**src/hdl/lse_pkg.sv**
```systemverilog
// Package for the LSB steganography stream extractor.
// Holds the beat and configuration types, the phase and kind codes and the sizing constants.
// No dependencies.
package lse_pkg;

  // Width of the extension length and payload length fields of the hidden record.
  localparam int LENGTH_BITS = 32;
  localparam int MAGIC_BITS  = 16;
  localparam int BYTE_BITS   = 8;

  // The bit accumulator must hold the magic word as well as a length field.
  localparam int SHIFT_W = (LENGTH_BITS > MAGIC_BITS) ? LENGTH_BITS : MAGIC_BITS;
  localparam int CNT_W   = $clog2(SHIFT_W);
  localparam int CNT_N_W = CNT_W + 1;

  localparam int CFG_DATA_W  = 16;
  localparam int CFG_INDEX_W = 1;

  typedef enum logic [CFG_INDEX_W-1:0] {
    CFG_MAGIC_WORD  = 1'b0,
    CFG_HEADER_SKIP = 1'b1
  } lse_cfg_index_e;

  typedef enum logic [2:0] {
    KIND_EXT        = 3'd0,
    KIND_PAY        = 3'd1,
    KIND_MAGIC_ERR  = 3'd2,
    KIND_EXTLEN_ERR = 3'd3,
    KIND_DONE       = 3'd4
  } lse_kind_e;

  typedef enum logic [6:0] {
    PH_SKIP   = 7'b0000001,
    PH_MAGIC  = 7'b0000010,
    PH_EXTLEN = 7'b0000100,
    PH_EXT    = 7'b0001000,
    PH_PLEN   = 7'b0010000,
    PH_PAY    = 7'b0100000,
    PH_HALT   = 7'b1000000
  } lse_phase_e;

  typedef struct packed {
    logic       frame_start;
    logic [7:0] pixel_byte;
  } lse_in_t;

  typedef struct packed {
    logic [7:0] out_byte;
    lse_kind_e  kind;
    logic       last;
  } lse_out_t;

  typedef struct packed {
    logic [MAGIC_BITS-1:0] magic_word;
    logic [7:0]            header_skip;
  } lse_cfg_t;

endpackage

```
**src/hdl/lse_core.sv**
```systemverilog
// Record parser of the LSB steganography stream extractor.
// Holds the framing state and turns one accepted image byte into at most one result.
// Depends on lse_pkg.
module lse_core import lse_pkg::*; (
  input  logic     clk_i,
  input  logic     rst_ni,
  input  logic     accept_i,
  input  lse_in_t  item_i,
  input  lse_cfg_t cfg_i,
  output logic     res_valid_o,
  output lse_out_t res_o
);

  lse_phase_e             phase_q, phase_d;
  logic [7:0]             byte_count_q, byte_count_d;
  logic [CNT_W-1:0]       bit_count_q, bit_count_d;
  logic [SHIFT_W-1:0]     bit_shift_q, bit_shift_d;
  logic [2:0]             ext_remaining_q, ext_remaining_d;
  logic [LENGTH_BITS-1:0] payload_remaining_q, payload_remaining_d;
  logic [CNT_N_W-1:0]     n;
  logic [LENGTH_BITS-1:0] len_v;

  always_comb begin
    phase_d             = phase_q;
    byte_count_d        = byte_count_q;
    bit_count_d         = bit_count_q;
    bit_shift_d         = bit_shift_q;
    ext_remaining_d     = ext_remaining_q;
    payload_remaining_d = payload_remaining_q;
    res_valid_o         = 1'b0;
    res_o.out_byte      = '0;
    res_o.kind          = KIND_EXT;
    res_o.last          = 1'b0;
    n                   = '0;
    len_v               = '0;

    if (item_i.frame_start) begin
      phase_d             = PH_SKIP;
      byte_count_d        = '0;
      bit_count_d         = '0;
      bit_shift_d         = '0;
      ext_remaining_d     = '0;
      payload_remaining_d = '0;
    end

    if (phase_d == PH_SKIP) begin
      if (byte_count_d < cfg_i.header_skip) begin
        byte_count_d = byte_count_d + 8'd1;
      end else begin
        phase_d     = PH_MAGIC;
        bit_count_d = '0;
        bit_shift_d = '0;
      end
    end

    // Only the magic through payload phases consume a hidden bit.
    if (phase_d != PH_SKIP && phase_d != PH_HALT) begin
      bit_shift_d = {bit_shift_d[SHIFT_W-2:0], item_i.pixel_byte[0]};
      n           = {1'b0, bit_count_d} + CNT_N_W'(1);
      len_v       = bit_shift_d[LENGTH_BITS-1:0];
      unique case (phase_d)
        PH_MAGIC: begin
          if (n < CNT_N_W'(MAGIC_BITS)) begin
            bit_count_d = n[CNT_W-1:0];
          end else begin
            bit_count_d = '0;
            if (bit_shift_d[MAGIC_BITS-1:0] != cfg_i.magic_word) begin
              phase_d     = PH_HALT;
              res_valid_o = 1'b1;
              res_o.kind  = KIND_MAGIC_ERR;
              res_o.last  = 1'b1;
            end else begin
              phase_d = PH_EXTLEN;
            end
            bit_shift_d = '0;
          end
        end
        PH_EXTLEN: begin
          if (n < CNT_N_W'(LENGTH_BITS)) begin
            bit_count_d = n[CNT_W-1:0];
          end else begin
            bit_count_d = '0;
            bit_shift_d = '0;
            if (len_v < LENGTH_BITS'(2) || len_v > LENGTH_BITS'(4)) begin
              phase_d     = PH_HALT;
              res_valid_o = 1'b1;
              res_o.kind  = KIND_EXTLEN_ERR;
              res_o.last  = 1'b1;
            end else begin
              ext_remaining_d = len_v[2:0];
              phase_d         = PH_EXT;
            end
          end
        end
        PH_EXT: begin
          if (n < CNT_N_W'(BYTE_BITS)) begin
            bit_count_d = n[CNT_W-1:0];
          end else begin
            bit_count_d     = '0;
            res_valid_o     = 1'b1;
            res_o.out_byte  = bit_shift_d[7:0];
            res_o.kind      = KIND_EXT;
            bit_shift_d     = '0;
            ext_remaining_d = ext_remaining_d - 3'd1;
            if (ext_remaining_d == 3'd0) begin
              phase_d = PH_PLEN;
            end
          end
        end
        PH_PLEN: begin
          if (n < CNT_N_W'(LENGTH_BITS)) begin
            bit_count_d = n[CNT_W-1:0];
          end else begin
            bit_count_d = '0;
            bit_shift_d = '0;
            // A zero length or one with the top bit set means no payload.
            if (len_v == '0 || len_v[LENGTH_BITS-1]) begin
              phase_d     = PH_HALT;
              res_valid_o = 1'b1;
              res_o.kind  = KIND_DONE;
              res_o.last  = 1'b1;
            end else begin
              payload_remaining_d = len_v;
              phase_d             = PH_PAY;
            end
          end
        end
        PH_PAY: begin
          if (n < CNT_N_W'(BYTE_BITS)) begin
            bit_count_d = n[CNT_W-1:0];
          end else begin
            bit_count_d         = '0;
            res_valid_o         = 1'b1;
            res_o.out_byte      = bit_shift_d[7:0];
            res_o.kind          = KIND_PAY;
            bit_shift_d         = '0;
            payload_remaining_d = payload_remaining_d - LENGTH_BITS'(1);
            if (payload_remaining_d == '0) begin
              phase_d    = PH_HALT;
              res_o.last = 1'b1;
            end
          end
        end
        default: begin
          phase_d = PH_HALT;
        end
      endcase
    end
  end

  always_ff @(posedge clk_i or negedge rst_ni) begin
    if (!rst_ni) begin
      phase_q             <= PH_SKIP;
      byte_count_q        <= '0;
      bit_count_q         <= '0;
      bit_shift_q         <= '0;
      ext_remaining_q     <= '0;
      payload_remaining_q <= '0;
    end else if (accept_i) begin
      phase_q             <= phase_d;
      byte_count_q        <= byte_count_d;
      bit_count_q         <= bit_count_d;
      bit_shift_q         <= bit_shift_d;
      ext_remaining_q     <= ext_remaining_d;
      payload_remaining_q <= payload_remaining_d;
    end
  end

endmodule

```
**src/hdl/lse_out_reg.sv**
```systemverilog
// Result register of the LSB steganography stream extractor.
// Holds one result beat toward the downstream side and reports when it can take another.
// Depends on lse_pkg.
module lse_out_reg import lse_pkg::*; (
  input  logic     clk_i,
  input  logic     rst_ni,
  input  logic     load_i,
  input  logic     res_valid_i,
  input  lse_out_t res_i,
  output logic     free_o,
  output logic     out_valid_o,
  input  logic     out_stall_i,
  output lse_out_t out_item_o
);

  logic     valid_q;
  lse_out_t data_q;

  // The register can be refilled when it is empty or its beat leaves this cycle.
  assign free_o      = !valid_q || !out_stall_i;
  assign out_valid_o = valid_q;
  assign out_item_o  = data_q;

  always_ff @(posedge clk_i or negedge rst_ni) begin
    if (!rst_ni) begin
      valid_q <= 1'b0;
    end else if (free_o) begin
      valid_q <= load_i && res_valid_i;
    end
  end

  always_ff @(posedge clk_i) begin
    if (free_o && load_i && res_valid_i) begin
      data_q <= res_i;
    end
  end

endmodule

```
**src/hdl/lsb_stego_stream_extractor.sv**
```systemverilog
// Top level of the LSB steganography stream extractor.
// Holds the configuration registers and connects the record parser to the result register.
// Depends on lse_pkg, lse_core and lse_out_reg.
//
//   Channel   Direction  Handshake                  Beat contents
//   in        input      in_valid_i / in_stall_o    frame_start, pixel_byte
//   out       output     out_valid_o / out_stall_i  out_byte, kind, last
//   cfg       input      cfg_we_i                   cfg_index_i, cfg_data_i
//
// One image byte is taken in every cycle that the input does not stall. A byte that
// completes an extension byte, a payload byte, an error or the empty-payload case puts
// its result on the output in the cycle after acceptance, via the single result register.
// The input stalls only while that register holds a result that downstream stalls.
// Reset clears the framing state and returns the configuration to a zero magic word
// and a header skip of 54 bytes; a stream without a frame start is parsed as a frame.
module lsb_stego_stream_extractor import lse_pkg::*; (
  input  logic                   clk_i,
  input  logic                   rst_ni,
  input  logic                   in_valid_i,
  output logic                   in_stall_o,
  input  lse_in_t                in_item_i,
  output logic                   out_valid_o,
  input  logic                   out_stall_i,
  output lse_out_t               out_item_o,
  input  logic                   cfg_we_i,
  input  logic [CFG_INDEX_W-1:0] cfg_index_i,
  input  logic [CFG_DATA_W-1:0]  cfg_data_i
);

  lse_cfg_t cfg_q;
  logic     accept;
  logic     free;
  logic     res_valid;
  lse_out_t res;

  // Configuration writes land directly; the register index selects one of the two fields.
  always_ff @(posedge clk_i or negedge rst_ni) begin
    if (!rst_ni) begin
      cfg_q.magic_word  <= '0;
      cfg_q.header_skip <= 8'd54;
    end else if (cfg_we_i) begin
      unique case (lse_cfg_index_e'(cfg_index_i))
        CFG_MAGIC_WORD:  cfg_q.magic_word  <= cfg_data_i[MAGIC_BITS-1:0];
        CFG_HEADER_SKIP: cfg_q.header_skip <= cfg_data_i[7:0];
        default:         cfg_q             <= cfg_q;
      endcase
    end
  end

  // A byte is accepted whenever the result register has room for what it may produce.
  assign in_stall_o = !free;
  assign accept     = in_valid_i && free;

  lse_core u_core (
    .clk_i       (clk_i),
    .rst_ni      (rst_ni),
    .accept_i    (accept),
    .item_i      (in_item_i),
    .cfg_i       (cfg_q),
    .res_valid_o (res_valid),
    .res_o       (res)
  );

  lse_out_reg u_out_reg (
    .clk_i       (clk_i),
    .rst_ni      (rst_ni),
    .load_i      (accept),
    .res_valid_i (res_valid),
    .res_i       (res),
    .free_o      (free),
    .out_valid_o (out_valid_o),
    .out_stall_i (out_stall_i),
    .out_item_o  (out_item_o)
  );

endmodule
```
**config.mk**
```make
export PLATFORM = sky130hd
export DESIGN_NAME = lsb_stego_stream_extractor
export DESIGN_NICKNAME = d
export VERILOG_FILES = /design/src/hdl/lse_pkg.sv /design/src/hdl/lse_core.sv /design/src/hdl/lse_out_reg.sv /design/src/hdl/lsb_stego_stream_extractor.sv
export SDC_FILE = /design/constraint.sdc
export NUM_CORES = 1
export LEC_CHECK = 0
export BUFFER_PORTS_ARGS = -buffer_cell sky130_fd_sc_hd__buf_2
export CELL_PAD_IN_SITES_DETAIL_PLACEMENT = 1
export CELL_PAD_IN_SITES_GLOBAL_PLACEMENT = 1
export CORE_MARGIN = 1.5
export CORE_UTILIZATION = 45
export CTS_CLUSTER_DIAMETER = 150
export DETAILED_ROUTE_END_ITERATION = 10
export PLACE_DENSITY_LB_ADDON = 0.1
export SYNTH_ARGS = -nofsm -noshare
export SYNTH_HDL_FRONTEND = slang
export SYNTH_SLANG_ARGS = --single-unit
```
**constraint.sdc**
```tcl
create_clock -name clk_i -period 7.9 [get_ports clk_i]
set_clock_uncertainty 0.15 [all_clocks]
set_input_delay 0.395 -clock clk_i [delete_from_list [all_inputs] [get_ports clk_i]]
set_output_delay 0.395 -clock clk_i [all_outputs]
set_load 0.03 [all_outputs]
```
==> results.md, run 1 <==
- Sw frac: 0.294
- Max Cap Viol: 0
- Top post-synthesis cells by area: dfrtp_1 (34%), edfxtp_1 (4.6%), nand2_1 (4.2%), a21oi_1 (4.1%), a22o_1 (3.8%)
- Pleak: about 3.8 nW
- Area growth, synth to finish: 11.4%
- DR WL/cell: 21.6 µm
- P per Cell Area: 205 nW/µm²
- Switching pwr: 521 µW
- Setup violations, final: 0
- Critical hold path startpoint: cfg_data_i[11]
- Post-synthesis sequential area ratio: 0.404
- Core footprint: approximately 17000 µm²
- Sink Count: approximately 120
- Clock root buffer: clkbuf_16
- FF+latch count, synth: around 120
- Final Max Slew Viols: 0
- Startpoint types: input pin
- Largest net degree at the start of global routing: between 50 and 60
- PnR worst setup slack: ~2.8 ns
- Initial antenna violation count: 0
- Outcome: complete, no violations
- IO Count: between 40 and 50
- CP Data Arrival Time: 5.28 ns
- Sum Neg Setup Slack: 0 ns
- # diodes: 0
- Routed vias: 7024
- Cts repair resizes: 0
- Yosys warns: 0
- Initial drt markers: between 300 and 400
- CP max-delay cell: nor3_4
- Crit end category: register
- # rows: 47
- Worst-Margin Slew: 1.21 ns
- WP data required: a little over 8 ns
- Peak VDD IR: 0.000169 V
- Vias in the first global route: 7291
- Design internal power: about 1.3 mW
- Hold WS: ~0.019 ns
- Most common cell after layout, fill and taps aside: dfrtp_1
- Pre-antenna DRT Iters: 7
- Clock-pin slew on the worst setup and hold paths: approximately 0.06 ns
- CTS Buf Count: 17
- Period utilization: 0.641
- Post-synth EDFFs: 12
- Die height: about 130 µm
- CP Class: input pin to register
- CP Buf/Inv Count: 3
- DRT antenna net count: 0
- RSZ-0062 raised after global routing: false
- GRT Total Usage: 0.282
- Nets: between 900 and 1000
- Ys async rst share: 0.902
- Min Tclk post-route: 5.06 ns
- Via/cell ratio: about 6.3
- Maximum clock path buffer count: 2
- Synth top area share: 0.341
- Clock Latency Late Sink: roughly 0.43 ns
- Synth Cell Area: just under 8000 µm²
- Max-slew headroom: 0.186
- CTS tree: done
- Comb pwr share: 0.127
- Total power: around 1.8 mW
- Die Wd: about 130 µm
- GRT overflow: 0
- # DRC: 0
- Post-synthesis cell type count: between 80 and 90
- Port bufs: 37
- Highest-count cells in the layout ignoring fill and taps: dfrtp_1 (106), nand2_1 (87), nor2_1 (66)
- Initial Util: 0.464
- Largest stage delay on the critical path: between 0.7 and 0.8 ns
- Synth Area per Inst: 8.92 µm²
- # H-tree levels: 4
- DP Wirelength: between 15000 and 20000 µm
- Clock power share: 0.470
- CP delay by family, top: simple AND/OR/NAND/NOR gates
- Hold WC Path Type: input pin to register
- Sequential share of power: 0.403
- Die ar.: ~18000 µm²
- Proportion of layout cells with a drive suffix above 1: 0.162
- Gp weighted congestion: 0.854
- Final Hold Vio Count: 0
- CTS Hold Buffers Added: 1
- Cells after Synth: between 800 and 900
- Highest achievable clock rate: 0.197 GHz
- Syn Nets: 915
- Top_reg_cell synth: dfrtp_1
- Largest area contributor in the netlist: dfrtp_1
- Worst Setup SP: in_item_i[8]
- Critical path fanouts, max: 46
- Worst reg2reg startpoint: u_core.byte_count_q[6]$_DFFE_PN0P_
- Worst path cell trace: buf_2, buf_4, nor2b_1, ha_1, o21ai_0, o21bai_1, inv_1, a21oi_2, nor2b_1, ha_1, and3_1, xor2_1, a21oi_1, nor3_1, or2_1, nand2_1, nor2_2, nor3_4, a22o_1
- DP Worst Slack: 2.48 ns
- Post-CTS setup buffers: 0
- WL final: 24100 µm
- First-pass GRT wire length: 39500 µm
layout make-up:
cell class,count,area (µm²)
Fill cell,1973,8090
Sequential cell,123,3140
Inverter,24,90.1
Multi-Input combinational cell,666,4250
Tap cell,220,275
Clock inverter,14,173
Clock buffer,18,450
Timing Repair Buffer,49,280
synthesized netlist by cell type, drive strengths merged, types with 12 or more instances:
master  count
inv        24
edfxtp     12
nor4       24
dfrtp     106
xnor2      17
and3       13
mux2       22
buf        23
nand2      88
a21oi      66
ha         12
nand3      18
nor2b      22
o21ai      89
a22o       34
nor3       33
clkbuf     36
nor2       70
power by group through the flow:
stage               Sequential (mW)  Combinational [mW]  Clock (mW)
CTS                           0.715               0.227       0.847
global placement              0.722               0.213           0
global route                  0.721               0.250       0.875
detailed placement            0.726               0.223           0
finish                        0.716               0.226       0.834
floorplan                     0.710               0.159           0
logic make-up after synthesis:
kind of cell	synth area share
multiplexers	0.0357
buffers and inverters	0.0507
AND/OR/NAND/NOR	0.234
adder cells (fa/ha/maj)	0.0207
AO/OA/AOI/OAI	0.225
flip-flops	0.404
XOR/XNOR	0.0304
state kept, by name (all words and copies together) (netlist names):
name,cells
u_core.ext_remaining_q,3
u_core.payload_remaining_q,32
u_core.phase_q,7
u_core.byte_count_q,8
u_out_reg.out_item_o,12
u_out_reg.out_valid_o,1
u_core.bit_count_q,5
u_core.bit_shift_q,31
cfg_q,24
path summary, 6_finish.rpt:
check | cells past startpoint | slack (ns) | endpoint
worst max-delay path | 19 | 2.84 | u_core.bit_shift_q[22]$_DFFE_PN0P_
worst min-delay path | 3 | 0.02 | cfg_q[19]$_DFFE_PN0P_
worst max register to register | 17 | 2.88 | u_core.bit_shift_q[22]$_DFFE_PN0P_
worst min register to register | 2 | 0.33 | u_core.ext_remaining_q[0]$_DFFE_PN0P_
max in group asynchronous | 3 | 5.97 | u_core.payload_remaining_q[13]$_DFFE_PN0P_
min in group asynchronous | 2 | 0.42 | u_out_reg.out_valid_o$_DFFE_PN0N_
metrics by stage:
| stage | utilization | instances | cell area, µm² |
|---|---|---|---|
| after floorplan | - | 872 | 7780 |
| after global placement | 0.479 | 1081 | 8030 |
| after detailed placement | 0.479 | 1081 | 8030 |
| after CTS | 0.517 | 1114 | 8670 |
| after global routing | 0.517 | 1114 | 8670 |
| final | 0.517 | 1114 | 8670 |
layer usage:
layer	vias up	global-route usage	part of all wire
met4	0	0.0992	0.022
met2	185	0.452	0.47
met3	37	0.0413	0.045
li1	3225	-	-
met1	3577	0.391	0.46
met5	-	0	0
tightest hold or removal path, cell delays in order:
cell and delay (ns):
buf_2 0.07, nand2_1 0.04, o21ai_0 0.06
Note: power is estimated with default switching activity, not from simulation.
==> inputs of run 2 (changes only) <==
Settings changed: ABC_AREA from default to 1.
Clock period 7.9 ns to 4.7 ns, I/O delays scaled along.
==> run 2 against run 1 <==
  * Global-route usage is 2.1 points higher
  * Worst hold slack better by 0.083 ns
  * Non-clock buffer count is 24 higher
  * Critical endpoint is now u_out_reg.out_valid_o$_DFFE_PN0N_
==> results.md, run 2 <==
- Highest achievable clock rate: 0.227 GHz
- Gp weighted congestion: 0.865 (+1.2%)
- Setup violations, final: 0 (unchanged)
- Startpoint types: register
- Clock root buffer: clkbuf_16
- Post-synth EDFFs: 12 (unchanged)
- Hold WS: 0.102 ns (+0.0829 ns)
- Most common cell after layout, fill and taps aside: nand2_1
- Synth Area per Inst: 6.62 µm² (-26%)
- Max Cap Viol: 0 (unchanged)
- Worst path most repeated cell: inv_1
- Max reg flops: 32 (unchanged)
- PnR worst setup slack: 0.291 ns (-2.55 ns)
- # DRC: 0 (unchanged)
- Worst path cell trace: inv_1, ha_1, a21oi_1, o21a_2, nand2_4, nand2_8, inv_1, nor2_1, ha_1, inv_1, nor2_1, nand3_1, nand2_2, nand3_4, o21ai_2, nand3_1, a21oi_1, o21ai_0, dlygate4sd3_1
- Pre-antenna DRT Iters: 5 (-2)
- Top post-synthesis cells by area: dfrtp_1 (28%), nand2_1 (14%), inv_1 (7.7%), nor2_1 (7.4%), nand3_1 (5.6%)
- Maximum clock path buffer count: 2 (unchanged)
- # H-tree levels: 4 (unchanged)
- WL final: 32000 µm (+33%)
- Core footprint: 20900 µm² (+25%)
- CP max-delay cell: dlygate4sd3_1
- Ys async rst share: 0.902 (unchanged)
- Placed inst area: 9880 µm² (+23%)
- Period utilization: 0.938
- Routed vias: 9743 (+39%)
- Sum Neg Setup Slack: 0 ns (unchanged)
- Syn Nets: 1482 (+62%)
- Cell with the most instances after synthesis: nand2_1
- DP Worst Slack: 0.334 ns (-2.14 ns)
- Die Wd: 149 µm (+10%)
- Sink Count: 123 (unchanged)
- RSZ-0062 raised after global routing: false
- First-pass GRT wire length: 52200 µm (+32%)
- Pleak: 5.59 nW (+48%)
- FF+latch count, synth: 123 (unchanged)
- Largest stage delay on the critical path: 0.57 ns (-0.14 ns)
- IO Count: 45 (unchanged)
- CP Data Arrival Time: 4.57 ns (-0.71 ns)
- Cells after Synth: 1439 (+65%)
- Area growth, synth to finish: 11.6%
- Post-CTS setup buffers: 0 (unchanged)
- Synth top area share: 0.278 (-0.0627)
- CTS Buf Count: 17 (unchanged)
- GRT Total Usage: 0.303 (+0.0212)
- # rows: 53 (+13%)
- WP data required: 4.86 ns (-3.26 ns)
- Worst-Margin Slew: 1.27 ns (+0.0504 ns)
- Min Tclk post-route: roughly 4.4 ns
- Top_reg_cell synth: dfrtp_1
- Max-slew headroom: 0.156 (-0.0307)
- Initial Util: 0.456 (-0.00782)
- Initial drt markers: 554 (+48%)
- Yosys warns: 0 (unchanged)
- Vias in the first global route: 9760 (+34%)
- Hold WC Path Type: input pin to register
- Commonest cells in the netlist: nand2_1 (367), inv_1 (196), nor2_1 (187)
- DRT antenna net count: 0 (unchanged)
- DP Wirelength: 22500 µm (+33%)
- Via/cell ratio: 5.53 (-12%)
- Proportion of layout cells with a drive suffix above 1: 0.122 (-0.0399)
- Die ar.: 22100 µm² (+22%)
- Final Hold Vio Count: 0 (unchanged)
- # diodes: 0 (unchanged)
- Initial antenna violation count: 0 (unchanged)
- Outcome: complete, no violations
- Largest net degree at the start of global routing: 84 (+42%)
- CP Class: register to register
- Largest area contributor in the netlist: dfrtp_1
- Clock Latency Late Sink: 0.44 ns (about the same)
- Port bufs: 37 (unchanged)
- Final Max Slew Viols: 0 (unchanged)
- DR WL/cell: 18.1 µm (-16%)
- Crit end category: register
- Highest-count cells in the layout ignoring fill and taps: nand2_1 (367), inv_1 (195), nor2_1 (185)
- GRT overflow: 0 (unchanged)
- Die height: 149 µm (+10%)
- Biggest regs: u_core.payload_remaining_q (32), u_core.bit_shift_q (31), cfg_q (24)
- Clock-pin slew on the worst setup and hold paths: 0.07 ns (about the same)
- Post-synthesis cell type count: 51 (-40%)
- P per Cell Area: 340 nW/µm² (+66%)
- Largest reg by FF count: u_core.payload_remaining_q
- Design Area, Final: 10600 µm² (+23%)
- Nets: 1518 (+64%)
- Peak VDD IR: 0.000220 V (+30%)
- CTS tree: done
- Critical path fanouts, max: 10 (-78%)
- Post-synthesis sequential area ratio: 0.330 (-0.0743)
- Fill cells: 2854 (+45%)
- Synth Cell Area: 9530 µm² (+23%)
## run 2: logic make-up after synthesis
logic type                 share of synthesized area
adders and majority gates                     0.0158
muxes                                        0.00827
DFF                                            0.330
buffers and inverters                          0.115
xor gates and xnor gates                      0.0175
AOI/OAI and AO/OA                              0.128
and+or+nand+nor                                0.386
## run 2: power by group
part	switching [mW]	internal [mW]
combinational	0.726	0.326
sequential	0.0839	1.21
clock	0.583	0.693
## run 2: final timing paths
path	start	end	slack, ns	cells after the start
setup / recovery	cfg_q[5]$_DFFE_PN1P_	u_out_reg.out_valid_o$_DFFE_PN0N_	0.29	19
hold / removal	in_valid_i	u_core.phase_q[0]$_DFFE_PN1P_	0.10	4
setup reg to reg	cfg_q[5]$_DFFE_PN1P_	u_out_reg.out_valid_o$_DFFE_PN0N_	0.29	19
hold reg to reg	cfg_q[7]$_DFFE_PN0P_	cfg_q[7]$_DFFE_PN0P_	0.34	2
max in group asynchronous	rst_ni	cfg_q[20]$_DFFE_PN0P_	3.34	3
min in group asynchronous	rst_ni	u_core.bit_count_q[3]$_DFFE_PN0P_	0.31	3
## run 2: final cells by class
class / instances / area, µm² / area share
Clock inverter: 15 / 129 / 0.0121
Inverter: 204 / 776 / 0.0729
Tap cell: 275 / 344 / 0.0323
Clock buffer: 17 / 425 / 0.0400
Sequential cell: 123 / 3140 / 0.296
Timing Repair Buffer: 73 / 520 / 0.0489
Multi-Input combinational cell: 1056 / 5300 / 0.498
## run 2: layer usage
metal / global-route usage / up-vias / share of wire
li1: - / 4703 / -
met2: 0.490 / 201 / 0.47
met3: 0.0420 / 44 / 0.037
met1: 0.421 / 4795 / 0.48
met5: 0 / - / 0
met4: 0.0911 / 0 / 0.019
## run 2: what timing repair did
action | 4_1_cts | 5_1_grt
hold buffers | 20 | 0
endpoints found under the setup margin | 0 | 1
gates resized for setup | 0 | 1
endpoints found under the hold margin | 131 | 0
## run 2: critical path: cells and delay by family (launching register included)
family                     cells  cell delay [ns]
AOI/OAI and AO/OA              5             1.11
DFF                            1             0.53
adders and majority gates      2             0.49
and+or+nand+nor                8             1.16
buffers and inverters          4             0.81
## run 2: metrics by stage
step           cells  utilization  power [mW]
3_3_place_gp    1711        0.473        2.30
4_1_cts         1763        0.509        3.63
6_report        1763        0.509        3.62
5_1_grt         1763        0.509        3.83
2_1_floorplan   1439            -        2.05
3_5_place_dp    1711        0.473        2.33
==> inputs of run 3 (changes only) <==
Settings changed: ABC_AREA 1 to default.
==> run 3 against run 2 <==
  * Combinational power shrank 62%
  * Routed wire length shrank 22%
  * Fmax up 3.6%
  * Die area is 18% lower
  * Worst setup slack better by 0.15 ns
  * Clock power grew 5%
  * Critical path depth shrank 2
  * Clock-buffer cell count rose by 3
  * Final cell count decreased by 35%
  * Sequential share of layout area grew 5.8 points
  * Utilization is 2.1 points higher
  * Critical path type unchanged
  * Largest cell class unchanged
  * Largest power group is now clock
==> results.md, run 3 (same netlist as run 1, synthesis figures left out) <==
- Hold WC Path Type: input pin to register
- Proportion of layout cells with a drive suffix above 1: 0.168 (+0.0454)
- Crit end category: register
- Largest reg by FF count: u_core.payload_remaining_q
- Highest achievable clock rate: 0.235 GHz (+3.6%)
- Max-slew headroom: 0.277 (+0.121)
- CTS Hold Buffers Added: 17 (-15%)
- GRT Total Usage: 0.290 (-0.0129)
- Final Hold Vio Count: 0 (unchanged)
- Pleak: 3.86 nW (-31%)
- Port bufs: 37 (unchanged)
- Die Wd: 134 µm (-9.5%)
- Min Tclk post-route: 4.25 ns (-0.154 ns)
- Fill cells: 1962 (-31%)
- Clock root buffer: clkbuf_16
- # H-tree levels: 4 (unchanged)
- Biggest regs: u_core.payload_remaining_q (32), u_core.bit_shift_q (31), cfg_q (24)
- Reg2reg end: u_core.bit_shift_q[20]$_DFFE_PN0P_
- Final Max Slew Viols: 0 (unchanged)
- GRT overflow: 0 (unchanged)
- Sink Count: 123 (unchanged)
- Top Layer Used: met4
- Met2 wire length: 11800 µm (-21%)
- CTS Buf Count: 17 (unchanged)
- Startpoint types: register
- DR WL/cell: 22.0 µm (+21%)
- WHS Path Cells: 3 (-1)
- Max Cap Viol: 0 (unchanged)
- Core footprint: 16800 µm² (-20%)
- Die height: 134 µm (-9.5%)
- WL met3: 1180 µm (unchanged)
- WP data required: 4.91 ns (+0.05 ns)
- Most common cell after layout, fill and taps aside: dfrtp_1
- # rows: 47 (-11%)
- Pre-antenna DRT Iters: 7 (+2)
- CP Data Arrival Time: 4.47 ns (-0.10 ns)
- Period utilization: 0.905 (-0.0328)
- Routed vias: 7162 (-26%)
- Highest-count cells in the layout ignoring fill and taps: dfrtp_1 (106), nand2_1 (87), nor2_1 (66)
- Worst reg2reg startpoint: u_core.byte_count_q[3]$_DFFE_PN0P_
- Initial drt markers: 442 (-20%)
- P per Cell Area: 332 nW/µm² (-2.3%)
- Critical hold path startpoint: out_stall_i
- Peak VDD IR: 0.000281 V (+28%)
- Hold WS: 0.0219 ns (-0.0797 ns)
- Post-CTS setup buffers: 0 (unchanged)
- DP Wirelength: 17500 µm (-22%)
- Via/cell ratio: 6.29 (+14%)
- DRT antenna net count: 0 (unchanged)
- Sum Neg Setup Slack: 0 ns (unchanged)
- CP Class: register to register
- Largest net degree at the start of global routing: 67 (-20%)
- Reg-to-reg slack, setup: 0.45 ns (+0.15 ns)
- Initial antenna violation count: 0 (unchanged)
- Fin util: 0.530 (+0.0207)
- # DRC: 0 (unchanged)
- Clock-pin slew on the worst setup and hold paths: 0.06 ns (about the same)
- Initial Util: 0.464 (+0.00782)
- Die ar.: 18100 µm² (-18%)
- Met1 Wirelength: 11400 µm (-26%)
- WHS Endpoint: u_out_reg.out_valid_o$_DFFE_PN0N_
- First-pass GRT wire length: 40500 µm (-22%)
- Clock Latency Late Sink: 0.43 ns (about the same)
- Outcome: complete, no violations
- Maximum clock path buffer count: 2 (unchanged)
- Nets: 948 (-38%)
- IO Count: 45 (unchanged)
- # diodes: 0 (unchanged)
- Max reg flops: 32 (unchanged)
- Cts repair resizes: 0 (unchanged)
- Setup violations, final: 0 (unchanged)
- Vias in the first global route: 7278 (-25%)
- WL final: 25000 µm (-22%)
- Area growth, synth to finish: 14.2%
- Worst-Margin Slew: 1.08 ns (-0.190 ns)
- Critical path fanouts, max: 23 (+13)
- RSZ-0062 raised after global routing: false
- CTS tree: done
- Length in cells of the worst reg-to-reg path: 17 (-2)
- Gp weighted congestion: 0.836 (-3.3%)
[run 3: how the worst max path moves through the flow]
| stage | from | end | cells after the start |
|---|---|---|---|
| after floorplan | in_item_i[8] | u_core.bit_shift_q[10]$_DFFE_PN0P_ | 26 |
| after global placement | in_item_i[8] | u_core.bit_shift_q[20]$_DFFE_PN0P_ | 18 |
| after detailed placement | in_item_i[8] | u_core.bit_shift_q[30]$_DFFE_PN0P_ | 18 |
| after CTS | u_core.byte_count_q[3]$_DFFE_PN0P_ | u_core.bit_shift_q[20]$_DFFE_PN0P_ | 17 |
| after global routing | cfg_q[5]$_DFFE_PN1P_ | u_out_reg.out_item_o[4]$_SDFFCE_PN0P_ | 14 |
| final | u_core.byte_count_q[3]$_DFFE_PN0P_ | u_core.bit_shift_q[20]$_DFFE_PN0P_ | 17 |
[run 3: area by class of cell]
type	count	area [µm²]	area share
clock buffers	20	468	0.0527
flip-flops and latches	123	3140	0.354
repair buffers	73	500	0.0563
multi-input cells	666	4270	0.481
well taps	220	275	0.0310
inverters	24	90.1	0.0101
clock inverters	12	136	0.0154
[run 3: power by group]
group | switching (mW) | internal [mW] | leakage (nW)
clock | 0.519 | 0.829 | 0.288
combinational | 0.242 | 0.158 | 1.96
sequential | 0.0725 | 1.13 | 1.62
total | 0.834 | 2.12 | 3.86
[run 3: per-layer routing]
metal | global-route usage | vias to the layer above
li1 | - | 3281
met1 | 0.395 | 3625
met2 | 0.464 | 211
met3 | 0.0589 | 45
met4 | 0.0986 | 0
met5 | 0 | -
[run 3: stage by stage]
step / setup slack, ns / instances / cell area [µm²] / total power, mW
2_1_floorplan: 0.0104 / 872 / 7820 / 1.47
3_3_place_gp: 0.592 / 1089 / 8110 / 1.58
3_5_place_dp: 0.427 / 1089 / 8110 / 1.61
4_1_cts: 0.438 / 1138 / 8880 / 2.97
5_1_grt: 0.0973 / 1138 / 8880 / 3.06
6_report: 0.445 / 1138 / 8880 / 2.95
[run 3: critical path, stage by stage, from the launching register on]
cell and delay, ns:
dfrtp_1 0.36, nor2b_1 0.28, ha_1 0.34, o2111a_1 0.17, a2111oi_2 0.38, a21oi_2 0.17
nor2b_1 0.17, ha_1 0.24, and3_1 0.28, xor2_1 0.09, a21oi_1 0.25, nor3_2 0.10
or2_1 0.25, nand2_1 0.24, nor2_4 0.09, nor3_4 0.15, buf_4 0.29, a22o_1 0.18
